### src/pipe_chain_bottleneck_finder_top_macros.svh
// Assertion macros for the pipe chain bottleneck finder.
// Used by pcbf_datapath.sv; expects clk_i and rst_ni in scope.
`ifndef PIPE_CHAIN_BOTTLENECK_FINDER_TOP_MACROS_SVH
`define PIPE_CHAIN_BOTTLENECK_FINDER_TOP_MACROS_SVH

// Plain property, checked on every rising edge outside reset.
`define PCBF_ASSERT(lbl, prop, msg) \
  lbl: assert property (@(posedge clk_i) disable iff (!rst_ni) prop) else $error(msg);

// Same-cycle implication.
`define PCBF_ASSERT_IMP(lbl, ante, cons, msg) \
  `PCBF_ASSERT(lbl, (ante) |-> (cons), msg)

// Next-cycle implication.
`define PCBF_ASSERT_NXT(lbl, ante, cons, msg) \
  `PCBF_ASSERT(lbl, (ante) |=> (cons), msg)

`endif

### src/pcbf_pkg.sv
// Package for the pipe chain bottleneck finder: sizes, codes and the
// controller/datapath command and status structs. No dependencies.
`default_nettype none

package pcbf_pkg;

  localparam int unsigned MAX_HOUSES = 64;
  localparam int unsigned HOUSE_W    = 7;
  localparam int unsigned IDX_W      = $clog2(MAX_HOUSES);
  localparam int unsigned STEP_W     = $clog2(MAX_HOUSES + 1);
  localparam int unsigned DIAM_W     = 16;
  localparam int unsigned CHAIN_CAP  = 32;
  localparam int unsigned TOTAL_W    = 6;
  localparam int unsigned OP_W       = 2;
  localparam int unsigned SUCC_W     = HOUSE_W + DIAM_W;

  localparam logic [HOUSE_W-1:0] HOUSE_MAX  = HOUSE_W'(MAX_HOUSES);
  localparam logic [HOUSE_W-1:0] HC_RESET   = HOUSE_W'(64);
  localparam logic [STEP_W-1:0]  STEP_MAX   = STEP_W'(MAX_HOUSES);
  localparam logic [TOTAL_W-1:0] CHAIN_FULL = TOTAL_W'(CHAIN_CAP);

  typedef enum logic [OP_W-1:0] {
    OP_LOAD  = 2'd0,
    OP_SOLVE = 2'd1,
    OP_CLEAR = 2'd2
  } pcbf_op_e;

  typedef struct packed {
    logic load_pipe;
    logic clear_tbl;
    logic solve_init;
    logic cnt_tank;
    logic scan_init;
    logic h_inc;
    logic walk_init;
    logic rd_walk;
    logic walk_step;
    logic emit;
  } pcbf_cmd_t;

  typedef struct packed {
    logic h_over;
    logic n_full;
    logic n_zero;
    logic tank;
    logic nx_zero;
    logic steps_max;
    logic last;
    logic out_free;
  } pcbf_sts_t;

  typedef struct packed {
    logic [HOUSE_W-1:0] tank_house;
    logic [HOUSE_W-1:0] tap_house;
    logic [DIAM_W-1:0]  bottleneck;
    logic [TOTAL_W-1:0] chain_total;
    logic               found;
    logic               last;
  } pcbf_rec_t;

endpackage

`default_nettype wire

### src/pcbf_if.sv
// Channel interfaces: configuration write, input item and result record.
// Field widths come from pcbf_pkg.
`default_nettype none

interface pcbf_cfg_if;
  logic                         valid;
  logic                         ready;
  logic [pcbf_pkg::HOUSE_W-1:0] house_count;
  modport source (output valid, output house_count, input ready);
  modport sink   (input valid, input house_count, output ready);
endinterface

interface pcbf_in_if;
  logic                         valid;
  logic                         ready;
  logic [pcbf_pkg::OP_W-1:0]    operation;
  logic [pcbf_pkg::HOUSE_W-1:0] from_house;
  logic [pcbf_pkg::HOUSE_W-1:0] to_house;
  logic [pcbf_pkg::DIAM_W-1:0]  diameter;
  modport source (output valid, output operation, output from_house, output to_house,
                  output diameter, input ready);
  modport sink   (input valid, input operation, input from_house, input to_house,
                  input diameter, output ready);
endinterface

interface pcbf_out_if;
  logic                         valid;
  logic                         ready;
  logic [pcbf_pkg::HOUSE_W-1:0] tank_house;
  logic [pcbf_pkg::HOUSE_W-1:0] tap_house;
  logic [pcbf_pkg::DIAM_W-1:0]  bottleneck;
  logic [pcbf_pkg::TOTAL_W-1:0] chain_total;
  logic                         found;
  logic                         last;
  modport source (output valid, output tank_house, output tap_house, output bottleneck,
                  output chain_total, output found, output last, input ready);
  modport sink   (input valid, input tank_house, input tap_house, input bottleneck,
                  input chain_total, input found, input last, output ready);
endinterface

`default_nettype wire

### src/pcbf_ram.sv
// Generic single-write, single-read RAM with registered read data.
// No dependencies.
`default_nettype none

module pcbf_ram #(
  parameter int unsigned Width = 8,
  parameter int unsigned Depth = 64
) (
  input  logic                     clk_i,
  input  logic                     we_i,
  input  logic [$clog2(Depth)-1:0] waddr_i,
  input  logic [Width-1:0]         wdata_i,
  input  logic [$clog2(Depth)-1:0] raddr_i,
  output logic [Width-1:0]         rdata_o
);

  logic [Width-1:0] mem_q [Depth];
  logic [Width-1:0] rdata_q;

  always_ff @(posedge clk_i) begin
    if (we_i) begin
      mem_q[waddr_i] <= wdata_i;
    end
    rdata_q <= mem_q[raddr_i];
  end

  assign rdata_o = rdata_q;

endmodule

`default_nettype wire

### src/pcbf_datapath.sv
// Datapath: pipe tables (two RAMs plus per-entry valid bits), scan and walk
// counters, running minimum and the result register. Uses pcbf_pkg, pcbf_ram.
`default_nettype none
`include "pipe_chain_bottleneck_finder_top_macros.svh"

module pcbf_datapath (
  input  logic                                clk_i,
  input  logic                                rst_ni,
  input  logic                                cfg_we_i,
  input  logic [pcbf_pkg::HOUSE_W-1:0]        cfg_data_i,
  input  logic [pcbf_pkg::HOUSE_W-1:0]        from_i,
  input  logic [pcbf_pkg::HOUSE_W-1:0]        to_i,
  input  logic [pcbf_pkg::DIAM_W-1:0]         dia_i,
  input  pcbf_pkg::pcbf_cmd_t                 cmd_i,
  output pcbf_pkg::pcbf_sts_t                 sts_o,
  input  logic                                out_ready_i,
  output logic                                out_valid_o,
  output pcbf_pkg::pcbf_rec_t                 out_rec_o
);

  import pcbf_pkg::*;

  logic [HOUSE_W-1:0]    house_count_q;
  logic [HOUSE_W-1:0]    h_q;
  logic [HOUSE_W-1:0]    w_q;
  logic [TOTAL_W-1:0]    n_q;
  logic [TOTAL_W-1:0]    k_q;
  logic [STEP_W-1:0]     steps_q;
  logic [DIAM_W-1:0]     running_min_q;
  logic [MAX_HOUSES-1:0] vs_q;
  logic [MAX_HOUSES-1:0] vp_q;
  logic                  rvs_q;
  logic                  rvp_q;
  logic                  out_valid_q;
  pcbf_rec_t             out_rec_q;

  logic [HOUSE_W-1:0] from_idx;
  logic [HOUSE_W-1:0] to_idx;
  logic [HOUSE_W-1:0] h_idx;
  logic [HOUSE_W-1:0] w_idx;
  logic [HOUSE_W-1:0] limit;
  logic               load_ok;
  logic               tbl_we;
  logic [IDX_W-1:0]   s_raddr;
  logic [IDX_W-1:0]   p_raddr;
  logic [SUCC_W-1:0]  s_rdata;
  logic [HOUSE_W-1:0] p_rdata;
  logic [HOUSE_W-1:0] nx;
  logic [DIAM_W-1:0]  dia_rd;
  logic               rec_last;
  pcbf_rec_t          rec_d;

  assign from_idx = from_i - HOUSE_W'(1);
  assign to_idx   = to_i - HOUSE_W'(1);
  assign h_idx    = h_q - HOUSE_W'(1);
  assign w_idx    = w_q - HOUSE_W'(1);
  assign limit    = (house_count_q > HOUSE_MAX) ? HOUSE_MAX : house_count_q;

  assign load_ok = (from_i != '0) && (from_i <= HOUSE_MAX) &&
                   (to_i != '0) && (to_i <= HOUSE_MAX);
  assign tbl_we  = cmd_i.load_pipe && load_ok;

  assign s_raddr = cmd_i.rd_walk ? w_idx[IDX_W-1:0] : h_idx[IDX_W-1:0];
  assign p_raddr = h_idx[IDX_W-1:0];

  // successor and diameter share an entry: {to, diameter}
  pcbf_ram #(.Width(SUCC_W), .Depth(MAX_HOUSES)) u_succ_ram (
    .clk_i   (clk_i),
    .we_i    (tbl_we),
    .waddr_i (from_idx[IDX_W-1:0]),
    .wdata_i ({to_i, dia_i}),
    .raddr_i (s_raddr),
    .rdata_o (s_rdata)
  );

  pcbf_ram #(.Width(HOUSE_W), .Depth(MAX_HOUSES)) u_pred_ram (
    .clk_i   (clk_i),
    .we_i    (tbl_we),
    .waddr_i (to_idx[IDX_W-1:0]),
    .wdata_i (from_i),
    .raddr_i (p_raddr),
    .rdata_o (p_rdata)
  );

  // entries never written since reset or clear read as zero
  assign nx     = rvs_q ? s_rdata[SUCC_W-1 -: HOUSE_W] : '0;
  assign dia_rd = rvs_q ? s_rdata[DIAM_W-1:0] : '0;

  assign rec_last = (n_q == '0) || ((k_q + TOTAL_W'(1)) == n_q);

  always_comb begin
    sts_o.h_over    = h_q > limit;
    sts_o.n_full    = n_q == CHAIN_FULL;
    sts_o.n_zero    = n_q == '0;
    sts_o.tank      = (nx != '0) && !(rvp_q && (p_rdata != '0));
    sts_o.nx_zero   = nx == '0;
    sts_o.steps_max = steps_q == STEP_MAX;
    sts_o.last      = rec_last;
    sts_o.out_free  = !out_valid_q || out_ready_i;
  end

  always_comb begin
    if (n_q == '0) begin
      rec_d       = '0;
      rec_d.last  = 1'b1;
    end else begin
      rec_d.tank_house  = h_q;
      rec_d.tap_house   = w_q;
      rec_d.bottleneck  = running_min_q;
      rec_d.chain_total = n_q;
      rec_d.found       = 1'b1;
      rec_d.last        = rec_last;
    end
  end

  always_ff @(posedge clk_i or negedge rst_ni) begin
    if (!rst_ni) begin
      house_count_q <= HC_RESET;
      h_q           <= '0;
      w_q           <= '0;
      n_q           <= '0;
      k_q           <= '0;
      steps_q       <= '0;
      running_min_q <= '1;
      vs_q          <= '0;
      vp_q          <= '0;
      rvs_q         <= 1'b0;
      rvp_q         <= 1'b0;
      out_valid_q   <= 1'b0;
    end else begin
      if (cfg_we_i) begin
        house_count_q <= cfg_data_i;
      end

      if (cmd_i.clear_tbl) begin
        vs_q <= '0;
        vp_q <= '0;
      end else if (tbl_we) begin
        vs_q[from_idx[IDX_W-1:0]] <= 1'b1;
        vp_q[to_idx[IDX_W-1:0]]   <= 1'b1;
      end
      rvs_q <= vs_q[s_raddr];
      rvp_q <= vp_q[p_raddr];

      if (cmd_i.solve_init || cmd_i.scan_init) begin
        h_q <= HOUSE_W'(1);
      end else if (cmd_i.h_inc) begin
        h_q <= h_q + HOUSE_W'(1);
      end

      if (cmd_i.solve_init) begin
        n_q <= '0;
      end else if (cmd_i.cnt_tank && sts_o.tank) begin
        n_q <= n_q + TOTAL_W'(1);
      end

      if (cmd_i.scan_init) begin
        k_q <= '0;
      end else if (cmd_i.emit) begin
        k_q <= k_q + TOTAL_W'(1);
      end

      if (cmd_i.walk_init) begin
        w_q           <= h_q;
        steps_q       <= '0;
        running_min_q <= '1;
      end else if (cmd_i.walk_step) begin
        w_q     <= nx;
        steps_q <= steps_q + STEP_W'(1);
        if (dia_rd < running_min_q) begin
          running_min_q <= dia_rd;
        end
      end

      if (cmd_i.emit) begin
        out_valid_q <= 1'b1;
      end else if (out_ready_i) begin
        out_valid_q <= 1'b0;
      end
    end
  end

  always_ff @(posedge clk_i) begin
    if (cmd_i.emit) begin
      out_rec_q <= rec_d;
    end
  end

  assign out_valid_o = out_valid_q;
  assign out_rec_o   = out_rec_q;

  `PCBF_ASSERT(a_steps_bound, steps_q <= STEP_MAX, "walk step count beyond table size")
  `PCBF_ASSERT(a_count_bound, n_q <= CHAIN_FULL, "chain count beyond cap")
  `PCBF_ASSERT_IMP(a_found_rec, out_valid_q && out_rec_q.found, (out_rec_q.tank_house != '0) && (out_rec_q.tap_house != '0) && (out_rec_q.chain_total != '0), "found record with empty fields")
  `PCBF_ASSERT_NXT(a_walk_keeps_tank, cmd_i.walk_step, $stable(h_q), "tank moved during walk")

endmodule

`default_nettype wire

### src/pcbf_ctrl.sv
// Controller state machine: sequences load, clear, the counting pass,
// the scan pass and each chain walk. Uses pcbf_pkg.
`default_nettype none

module pcbf_ctrl (
  input  logic                       clk_i,
  input  logic                       rst_ni,
  input  logic                       in_valid_i,
  input  logic [pcbf_pkg::OP_W-1:0]  operation_i,
  output logic                       in_ready_o,
  input  pcbf_pkg::pcbf_sts_t        sts_i,
  output pcbf_pkg::pcbf_cmd_t        cmd_o
);

  import pcbf_pkg::*;

  localparam logic [2:0] S_IDLE     = 3'd0;
  localparam logic [2:0] S_CNT_RD   = 3'd1;
  localparam logic [2:0] S_CNT_CHK  = 3'd2;
  localparam logic [2:0] S_SCAN_RD  = 3'd3;
  localparam logic [2:0] S_SCAN_CHK = 3'd4;
  localparam logic [2:0] S_WALK_RD  = 3'd5;
  localparam logic [2:0] S_WALK_CHK = 3'd6;
  localparam logic [2:0] S_EMIT     = 3'd7;

  logic [2:0] state_q;
  logic [2:0] state_d;

  always_comb begin
    state_d    = state_q;
    cmd_o      = '0;
    in_ready_o = 1'b0;
    unique case (state_q)
      S_IDLE: begin
        in_ready_o = 1'b1;
        if (in_valid_i) begin
          case (operation_i)
            OP_LOAD:  cmd_o.load_pipe = 1'b1;
            OP_CLEAR: cmd_o.clear_tbl = 1'b1;
            OP_SOLVE: begin
              cmd_o.solve_init = 1'b1;
              state_d          = S_CNT_RD;
            end
            default: ;
          endcase
        end
      end
      // first pass only counts tanks, so every record can carry the total
      S_CNT_RD: begin
        if (sts_i.h_over || sts_i.n_full) begin
          if (sts_i.n_zero) begin
            state_d = S_EMIT;
          end else begin
            cmd_o.scan_init = 1'b1;
            state_d         = S_SCAN_RD;
          end
        end else begin
          state_d = S_CNT_CHK;
        end
      end
      S_CNT_CHK: begin
        cmd_o.cnt_tank = 1'b1;
        cmd_o.h_inc    = 1'b1;
        state_d        = S_CNT_RD;
      end
      S_SCAN_RD: begin
        state_d = S_SCAN_CHK;
      end
      S_SCAN_CHK: begin
        if (sts_i.tank) begin
          cmd_o.walk_init = 1'b1;
          state_d         = S_WALK_RD;
        end else begin
          cmd_o.h_inc = 1'b1;
          state_d     = S_SCAN_RD;
        end
      end
      S_WALK_RD: begin
        if (sts_i.steps_max) begin
          state_d = S_EMIT;
        end else begin
          cmd_o.rd_walk = 1'b1;
          state_d       = S_WALK_CHK;
        end
      end
      S_WALK_CHK: begin
        if (sts_i.nx_zero) begin
          state_d = S_EMIT;
        end else begin
          cmd_o.walk_step = 1'b1;
          state_d         = S_WALK_RD;
        end
      end
      S_EMIT: begin
        if (sts_i.out_free) begin
          cmd_o.emit = 1'b1;
          if (sts_i.last) begin
            state_d = S_IDLE;
          end else begin
            cmd_o.h_inc = 1'b1;
            state_d     = S_SCAN_RD;
          end
        end
      end
      default: state_d = S_IDLE;
    endcase
  end

  always_ff @(posedge clk_i or negedge rst_ni) begin
    if (!rst_ni) begin
      state_q <= S_IDLE;
    end else begin
      state_q <= state_d;
    end
  end

endmodule

`default_nettype wire

### src/pipe_chain_bottleneck_finder_top.sv
// Pipe chain bottleneck finder. Load, clear and unused operations are taken
// in the idle state. A solve first counts tanks over houses 1..min(house_count,
// 64), stopping early at 32 tanks, then rescans up to the last counted tank;
// for each tank it walks the chain link by link until the chain ends or the
// walk runs out of steps, and emits one record per tank (a single not-found
// record if there is none), waiting while the result side stalls. Reads go
// through the single read port of each table RAM. Tables empty at once on
// reset and on clear (per-entry valid bits), with no clearing pass. The last
// record may wait in the output register while the next item is taken.
`default_nettype none

module pipe_chain_bottleneck_finder_top (
  input  logic        clk_i,
  input  logic        rst_ni,
  pcbf_cfg_if.sink    cfg_i,
  pcbf_in_if.sink     in_i,
  pcbf_out_if.source  out_o
);

  import pcbf_pkg::*;

  pcbf_cmd_t cmd;
  pcbf_sts_t sts;
  pcbf_rec_t rec;
  logic      in_ready;
  logic      out_valid;

  assign cfg_i.ready = 1'b1;

  pcbf_ctrl u_ctrl (
    .clk_i       (clk_i),
    .rst_ni      (rst_ni),
    .in_valid_i  (in_i.valid),
    .operation_i (in_i.operation),
    .in_ready_o  (in_ready),
    .sts_i       (sts),
    .cmd_o       (cmd)
  );

  pcbf_datapath u_datapath (
    .clk_i       (clk_i),
    .rst_ni      (rst_ni),
    .cfg_we_i    (cfg_i.valid),
    .cfg_data_i  (cfg_i.house_count),
    .from_i      (in_i.from_house),
    .to_i        (in_i.to_house),
    .dia_i       (in_i.diameter),
    .cmd_i       (cmd),
    .sts_o       (sts),
    .out_ready_i (out_o.ready),
    .out_valid_o (out_valid),
    .out_rec_o   (rec)
  );

  assign in_i.ready        = in_ready;
  assign out_o.valid       = out_valid;
  assign out_o.tank_house  = rec.tank_house;
  assign out_o.tap_house   = rec.tap_house;
  assign out_o.bottleneck  = rec.bottleneck;
  assign out_o.chain_total = rec.chain_total;
  assign out_o.found       = rec.found;
  assign out_o.last        = rec.last;

endmodule

`default_nettype wire
### src/flat_wrapper.sv
// flat-port wrapper written by rule: the top's interface ports become plain ports
module pipe_chain_bottleneck_finder_top_flat import pcbf_pkg::*;
  (clk_i, rst_ni, cfg_i_valid, cfg_i_house_count, cfg_i_ready, in_i_valid, in_i_operation, in_i_from_house, in_i_to_house, in_i_diameter, in_i_ready, out_o_valid, out_o_tank_house, out_o_tap_house, out_o_bottleneck, out_o_chain_total, out_o_found, out_o_last, out_o_ready);
  pcbf_cfg_if cfg_i_i ();
  pcbf_in_if in_i_i ();
  pcbf_out_if out_o_i ();
  input  logic clk_i;
  input  logic rst_ni;
  input wire logic [$bits(cfg_i_i.valid)-1:0] cfg_i_valid;
  input wire logic [$bits(cfg_i_i.house_count)-1:0] cfg_i_house_count;
  output wire logic [$bits(cfg_i_i.ready)-1:0] cfg_i_ready;
  input wire logic [$bits(in_i_i.valid)-1:0] in_i_valid;
  input wire logic [$bits(in_i_i.operation)-1:0] in_i_operation;
  input wire logic [$bits(in_i_i.from_house)-1:0] in_i_from_house;
  input wire logic [$bits(in_i_i.to_house)-1:0] in_i_to_house;
  input wire logic [$bits(in_i_i.diameter)-1:0] in_i_diameter;
  output wire logic [$bits(in_i_i.ready)-1:0] in_i_ready;
  output wire logic [$bits(out_o_i.valid)-1:0] out_o_valid;
  output wire logic [$bits(out_o_i.tank_house)-1:0] out_o_tank_house;
  output wire logic [$bits(out_o_i.tap_house)-1:0] out_o_tap_house;
  output wire logic [$bits(out_o_i.bottleneck)-1:0] out_o_bottleneck;
  output wire logic [$bits(out_o_i.chain_total)-1:0] out_o_chain_total;
  output wire logic [$bits(out_o_i.found)-1:0] out_o_found;
  output wire logic [$bits(out_o_i.last)-1:0] out_o_last;
  input wire logic [$bits(out_o_i.ready)-1:0] out_o_ready;
  assign cfg_i_i.valid = cfg_i_valid;
  assign cfg_i_i.house_count = cfg_i_house_count;
  assign cfg_i_ready = cfg_i_i.ready;
  assign in_i_i.valid = in_i_valid;
  assign in_i_i.operation = in_i_operation;
  assign in_i_i.from_house = in_i_from_house;
  assign in_i_i.to_house = in_i_to_house;
  assign in_i_i.diameter = in_i_diameter;
  assign in_i_ready = in_i_i.ready;
  assign out_o_valid = out_o_i.valid;
  assign out_o_tank_house = out_o_i.tank_house;
  assign out_o_tap_house = out_o_i.tap_house;
  assign out_o_bottleneck = out_o_i.bottleneck;
  assign out_o_chain_total = out_o_i.chain_total;
  assign out_o_found = out_o_i.found;
  assign out_o_last = out_o_i.last;
  assign out_o_i.ready = out_o_ready;
  pipe_chain_bottleneck_finder_top u_core (.clk_i(clk_i), .rst_ni(rst_ni), .cfg_i(cfg_i_i), .in_i(in_i_i), .out_o(out_o_i));
endmodule
### config.mk
export PLATFORM = sky130hd
export DESIGN_NAME = pipe_chain_bottleneck_finder_top_flat
export DESIGN_NICKNAME = d
export VERILOG_FILES = /design/src/pcbf_pkg.sv /design/src/pcbf_if.sv /design/src/pcbf_ram.sv /design/src/pcbf_datapath.sv /design/src/pcbf_ctrl.sv /design/src/pipe_chain_bottleneck_finder_top.sv /design/src/flat_wrapper.sv
export VERILOG_INCLUDE_DIRS = /design/src /design/src/src
export SDC_FILE = /design/constraint.sdc
export NUM_CORES = 2
export LEC_CHECK = 0
export BUFFER_PORTS_ARGS = -buffer_cell sky130_fd_sc_hd__buf_4
export CORE_MARGIN = 3
export CORE_UTILIZATION = 25
export DETAILED_ROUTE_END_ITERATION = 10
export PLACE_DENSITY = 0.36
export SYNTH_ARGS = -nofsm -noshare
export SYNTH_HDL_FRONTEND = slang
export SYNTH_SLANG_ARGS = --single-unit
### constraint.sdc
create_clock -name clk_i -period 4.1 [get_ports clk_i]
set_input_delay 1.23 -clock clk_i [delete_from_list [all_inputs] [get_ports clk_i]]
set_output_delay 1.23 -clock clk_i [all_outputs]
set_load 0.1 [all_outputs]
# Yosys cells after proc, flatten, opt, wreduce, memory -nomap -nowiden

Memories as Yosys holds them, arrays and structs flattened. A register that Yosys moved wholly into a read port is not among the register bits.
Index checks and enable logic that the tools add are counted.

Bits in registers: 228
Bits in writable memories: 1,920
Bits of input ports: 44
Output and inout port bits: 41
Word-level logic and storage cells: 155
Memories kept: 2

$add $sub $neg: 8
Order comparisons: 11
Equality and inequality tests: 15
Mux-type cells: 66
Bitwise operators: 2
Reductions and logical operators: 32

Memory list:

| name                               | words | width | rd ports | clocked after memory_dff | wr ports | RTL line       | RTL |
|---|---|---|---|---|---|---|---|
| u_core.u_datapath.u_succ_ram.mem_q | 64    | 23    | 1        | 1                        | 1        | pcbf_ram.sv:17 | `logic [Width-1:0] mem_q [Depth];` |
| u_core.u_datapath.u_pred_ram.mem_q | 64    | 7     | 1        | 1                        | 1        | pcbf_ram.sv:17 |  |

Operator list:

| operator                                                                            | number |
|---|---|
| 64-bit two-way mux                                                                  | 4 |
| 64-bit OR                                                                           | 2 |
| 16-bit two-way mux                                                                  | 4 |
| 7-bit two-way mux                                                                   | 8 |
| 6-bit two-way mux                                                                   | 5 |
| 6-bit by 7-bit less-than comparator with 1-bit output, second input constant        | 4 |
| 1-bit two-way mux                                                                   | 28 |
| 7-bit nonzero test                                                                  | 4 |
| 3-bit two-way mux                                                                   | 8 |
| 3-bit one-hot mux with 8 select lines                                               | 1 |
| 6-bit by 1-bit subtractor with 6-bit output, second input constant                  | 4 |
| 16-bit less-than comparator                                                         | 1 |
| 7-bit by 1-bit adder with 7-bit output, second input constant                       | 2 |
| 7-bit <= comparator, second input constant                                          | 2 |
| 2-bit nonzero test                                                                  | 7 |
| 6-bit by 1-bit adder with 6-bit output, second input constant                       | 2 |
| 1-bit binary-select mux with 6-bit select                                           | 2 |
| 1-bit demux with 6-bit select                                                       | 2 |
| 3-bit equality test, second input constant                                          | 4 |
| 6-bit by 1-bit greater-or-equal comparator with 1-bit output, second input constant | 2 |
| 1-bit logical AND                                                                   | 9 |
| 7-bit equality test, second input constant                                          | 1 |
| 7-bit greater-than comparator                                                       | 1 |
| 7-bit greater-than comparator, second input constant                                | 1 |
| other kinds (18)                                                                    | 26 |

# Logic depth before layout (Yosys ltp)

Depth in word-level cells: 8
Depth in mapped cells: 14
Gate-level depth less buffers: 10

# By module

From an unflattened synthesis, not the netlist that was laid out.

Cell total of the unflattened synthesis: 4,349
Area total of the unflattened synthesis: 85,919.9 um^2

Modules (own cells, without submodules):

| module                                  | times used | cells an instance | area an instance (um^2) | sequential area each (um^2) |
|---|---|---|---|---|
| pcbf_ram (u_core.u_datapath.u_succ_ram) | 1          | 2,446             | 56,720.6                | 44,662.8 |
| pcbf_ram (u_core.u_datapath.u_pred_ram) | 1          | 827               | 17,635.7                | 13,593.0 |
| pcbf_datapath                           | 1          | 1,036             | 11,213.3                | 5,841.9 |
| pcbf_ctrl                               | 1          | 38                | 339.1                   | 75.1 |
| pipe_chain_bottleneck_finder_top        | 1          | 2                 | 11.3                    | 0.0 |

# Least setup slack after synthesis

Ideal clock, no wire load.

Path type: reg-to-reg
Start: register u_core.u_ctrl.state_q[2]
End: memory u_core.u_datapath.u_succ_ram.mem_q[59][0] (netlist bit) (enable)
Library setup time: 404 ps
Arrival time: 5,006 ps
Data required time: 3,696 ps
Slack: -1,310 ps
Cell stages (with the launch flop): 8
Path buffers: 1
Clock period less this slack: 5,410 ps
Path through: dfrtp_1 -> clkbuf_1 -> nor3_1 -> nand4bb_1 -> a2111oi_0 -> and2_1 -> nand2_1 -> nor2_1

Longest elaborated chain between the ends: 5

Ends and longest elaborated chain:

| element                                 | RTL line            | RTL |
|---|---|---|
| from (decl)                             | pcbf_ctrl.sv:26     | `logic [2:0] state_q;` |
| from (signal assigned)                  | pcbf_ctrl.sv:113    | `state_q <= state_d;` |
| 3-bit logical NOT                       | pcbf_ctrl.sv:33     | `unique case (state_q)` |
| 3-bit two-way mux                       | pcbf_ctrl.sv:33     |  |
| 1-bit logical AND                       | pcbf_datapath.sv:61 | `assign tbl_we = cmd_i.load_pipe && load_ok;` |
| 1-bit two-way mux                       | pcbf_ram.sv:21      | `if (we_i) begin` |
| 1-bit two-way mux (not written as such) | pcbf_ram.sv:22      | `mem_q[waddr_i] <= wdata_i;` |
| to (decl)                               | pcbf_ram.sv:17      |  |

No other way between the ends.

# Worst setup path after layout

Start: register u_core.u_datapath.steps_q[0]
End: register u_core.u_datapath.u_succ_ram.rdata_q[15], in the netlist u_core.u_datapath.u_succ_ram.rdata_o[15] (read register of u_core.u_datapath.u_succ_ram.mem_q)

Longest elaborated chain between the ends: 4

Ends and longest elaborated chain:

| element                | RTL line             | RTL |
|---|---|---|
| from (decl)            | pcbf_datapath.sv:28  | `logic [STEP_W-1:0] steps_q;` |
| from (signal assigned) | pcbf_datapath.sv:169 | `steps_q <= steps_q + STEP_W'(1);` |
| 7-bit equality test    | pcbf_datapath.sv:97  | `sts_o.steps_max = steps_q == STEP_MAX;` |
| 1-bit two-way mux      | pcbf_ctrl.sv:79      | `if (sts_i.steps_max) begin` |
| 1-bit two-way mux      | pcbf_ctrl.sv:33      |  |
| 6-bit two-way mux      | pcbf_datapath.sv:63  | `assign s_raddr = cmd_i.rd_walk ? w_idx[IDX_W-1:0] : h_idx[IDX_W-1:0];` |
| to (decl)              | pcbf_ram.sv:18       | `logic [Width-1:0] rdata_q;` |

No other way between the ends.
A chain may end at the register's enable or synchronous reset.

==> flow_summary.toml <==
[yosys]
yosysTopAreaCell = "edfxtp_1"
synth_ff_type = "edfxtp_1"
ys_ff_latch = 2178
ys_top_cells_by_area = "edfxtp_1 67%, dfrtp_1 5.0%, mux4_2 4.3%"
syn_avg_cell_area_um2 = 16.99
async_flop_share = 0.08724
yosysTopAreaCellShare = 0.6730
ys_seq_area_frac = 0.7345
synth_area_um2 = 87370
ys_types = 79
syn-num-nets = 5217
synth_edf_count = 1958
netlist_instances = 5141
ys_warn_count = 0

[finish]
areaGrowthSynthToFinish_pct = 22.66
post-route-util = 0.3088
drive_gt1_frac = 0.2253
fin_cells = 10450
nNetsFinal = 5719

[sta]
max_freq_ghz = 0.2516
fin_skew_ps = 70.56
timing.final.crit_period_ps = 3975
setup_viol_count_final = 0
grt_setup_unrepaired = "no"
worst_slew_pin_slew_ps = 1224
fin_crit_sh = 0.9694
finalSetupTns_ps = 0
slew_headroom = 0.1842
drv_slew = 0
hold_viol = 0
setup_ws_ps = 125.4
hold_ws_ps = 293.0

[clock_tree]
cts_tree = "built"
postCtsHoldBufs = 0
clock_latency_ps = 890
root_buffer = "clkbuf_16"
clkTransAtPathRegs_ps = 60
clock-sinks = 2178
cts_buffer_depth = 4
htree_levels = 5
cts_buffers = 264

[status]
status = "complete, no violations"

[drt]
vias_per_cell = 4.832
dr_total_vias = 50480
drc = 0
drt_iter0_markers = 4228
final_antenna_net_count = 0
wl_mm = 310.3
dr.pass1.iters = 6
post_drt_wl_per_cell_um = 29.70

[floorplanning]
core_area_um2 = 347000
fp.dieArea_um2 = 356600
ios = 85
die_x_um = 597.2
fp-row-count = 216
die_h_um = 597.2
initial_core_util = 0.2518

[global_route]
grt_pass1_vias = 51010
grt_pass1_wl_mm = 429.7
antenna_found_initial = 36
grt_usage = 0.1703
gr-total-overflow = 0
grt_max_degree = 85

[worst_setup_path]
worst_setup_path_end_kind = "flip-flop"
timing.setup.critical_path_class = "flip-flop to flip-flop"
worstPathArrival_ps = 4760
cp-start-kind = "flip-flop"
cp_data_required_time_ps = 4880
cp_common_cell = "buf_4"
path_cells = "inv_1 > ha_1 > nor4b_4 > buf_4 > a21oi_2 > mux2i_4 > buf_4 > nor2_4 > buf_12 > a2111o_1 > o2bb2ai_2 > or4_1"
path_max_fanout = 23
cp_slowest_cell = "o2bb2ai_2"
slowest_delay_ps = 610

[power_and_ir_drop]
p_comb_frac = 0.455
power_density_nw_per_um2 = 835.7
sw_frac_of_total = 0.4028
p_clk_frac = 0.258
internal_power_w = 0.05349
power_switching_w = 0.03607
seqPwrFrac = 0.287
p_leak_nw = 36.92
peakVddDrop_mv = 0.6133

[placement]
port_buffers = 83
pre_cts_slack_ps = -202.4
dp_hpwl_mm = 191.2
dp_cells = 9940
gp_congestion = 0.7635

[hold_path]
holdCritPathClass = "primary input to async pin"

[job]
maxCapViolCount = 0
==> power by group through the flow <==
stage	combinational (W)	clock (W)	sequential, W
after global placement	0.0412	0	0.0262
after CTS	0.0414	0.0238	0.0258
after floorplan	0.0200	0	0.0266
after detailed placement	0.0411	0	0.0262
final	0.0408	0.0231	0.0257
after global routing	0.0429	0.0246	0.0258
==> critical path, delay by kind of cell, from the launching register on <==
family	cells	cell delay [ps]
muxes	1	500
adders and majority gates	1	210
DFF	1	390
AOI/OAI and AO/OA	3	1400
buffers and inverters	4	850
and+or+nand+nor	3	450
==> state kept, by name, indices dropped and copies added (netlist names), 3 cells and up <==
name,count
u_core.u_datapath.u_succ_ram.mem_q,1472
u_core.u_datapath.u_pred_ram.mem_q,448
u_core.u_datapath.vp_q,64
u_core.u_datapath.vs_q,64
u_core.u_datapath.out_rec_o,38
u_core.u_datapath.u_succ_ram.rdata_o,23
u_core.u_datapath.running_min_q,16
u_core.u_datapath.h_q,7
u_core.u_datapath.house_count_q,7
u_core.u_datapath.steps_q,7
u_core.u_datapath.u_pred_ram.rdata_o,7
u_core.u_datapath.w_q,7
u_core.u_datapath.k_q,6
u_core.u_datapath.n_q,6
u_core.u_ctrl.state_q,3
==> cells by family (layout without fill, tap and decap cells) <==
family          Yosys count  count (layout)  share of synthesized area
flops                  2178            2178                     0.7345
buf+inv                 413            1130                    0.01943
simple gates            924             924                    0.05508
compound gates          960             960                    0.08929
mux                     592             592                    0.09283
xor+xnor                 41              41                   0.004196
fa+ha+maj                32              32                   0.004583
other cells               1              12                 0.00004292
==> cells in the mapped netlist (all sizes together) (6+ instances only) <==
cell / instances
a221o: 49
o21ai: 70
and2: 36
inv: 36
edfxtp: 1958
nor4: 6
a2111oi: 148
ha: 32
nand2b: 9
mux2: 63
a211oi: 145
or4: 26
and3: 336
o21a: 130
a22oi: 13
o22ai: 51
a31oi: 53
o211ai: 49
dfrtp: 173
clkbuf: 279
o2111ai: 7
o2bb2ai: 46
xnor2: 23
dfxtp: 30
a222oi: 48
a21o: 6
mux2i: 361
xor2: 18
nand4: 14
mux4: 168
nand3: 61
a2111o: 95
nor2: 229
nand2: 159
nor3: 15
nor2b: 9
a21oi: 19
buf: 98
dfstp: 17
==> worst paths after layout <==
path                                                     startpoint  slack (ps)  cells after the start                                          endpoint
min reg2reg                   u_core.u_datapath.vp_q[4]$_DFFE_PN0P_         480                      1             u_core.u_datapath.vp_q[4]$_DFFE_PN0P_
min in group clk_i            u_core.u_datapath.vp_q[4]$_DFFE_PN0P_         480                      1             u_core.u_datapath.vp_q[4]$_DFFE_PN0P_
min                                                          rst_ni         290                      1            u_core.u_datapath.vp_q[22]$_DFFE_PN0P_
max                        u_core.u_datapath.steps_q[0]$_DFFE_PN0P_         130                     12  u_core.u_datapath.u_succ_ram.rdata_o[15]$_DFF_P_
max in group asynchronous                                    rst_ni        2830                      2            u_core.u_datapath.vp_q[44]$_DFFE_PN0P_
max reg2reg                u_core.u_datapath.steps_q[0]$_DFFE_PN0P_         130                     12  u_core.u_datapath.u_succ_ram.rdata_o[15]$_DFF_P_
==> what timing repair did <==
action / in CTS / in global routing
gates resized for setup: 8 / 6
pin swaps: 0 / 2
endpoints found under the setup margin: 8 / 13
setup buffers: 4 / 11
==> layout by cell type (no fill, tap or decap), types with 26 or more instances in the layout <==
cell type / count
edfxtp_1: 1958
buf_4: 458
mux2i_1: 357
and3_1: 336
clkbuf_16: 274
dfrtp_1: 172
mux4_2: 168
nor2_1: 160
nand2_1: 157
buf_12: 154
a211oi_1: 145
a2111oi_0: 141
o21a_1: 130
a2111o_1: 95
o21ai_0: 65
clkbuf_1: 64
nand3_1: 61
clkinv_1: 54
a31oi_1: 52
a221o_1: 49
o211ai_1: 49
a222oi_1: 48
nor2_2: 44
o22ai_1: 44
o2bb2ai_1: 44
clkinv_2: 38
inv_1: 36
mux2_2: 36
and2_1: 36
ha_1: 31
dfxtp_1: 30
or4_1: 26
==> through the flow <==
step	cell area, um^2	power (W)
floorplan	87380	0.04656
global placement	98470	0.06747
detailed placement	98470	0.06731
CTS	107000	0.09096
global route	107100	0.09334
finish	107200	0.08956
==> layer usage <==
| metal | global-route usage | part of all wire | wire, um |
|---|---|---|---|
| met5 | 0 | 0 | 0 |
| met1 | 0.2343 | 0.45 | 139500 |
| met4 | 0.04162 | 0.024 | 7599 |
| met2 | 0.2868 | 0.49 | 151700 |
| met3 | 0.01819 | 0.037 | 11460 |
==> area by class of cell <==
class / instances / area (um^2)
Antenna cell: 11 / 27.53
Clock buffer: 350 / 7262
Clock inverter: 131 / 1171
Fill cell: 34180 / 239900
Inverter: 36 / 135.1
Multi-Input combinational cell: 2550 / 22120
Sequential cell: 2178 / 64180
Tap cell: 4578 / 5728
Timing Repair Buffer: 613 / 6536
Power figures use the tool's default switching activity.
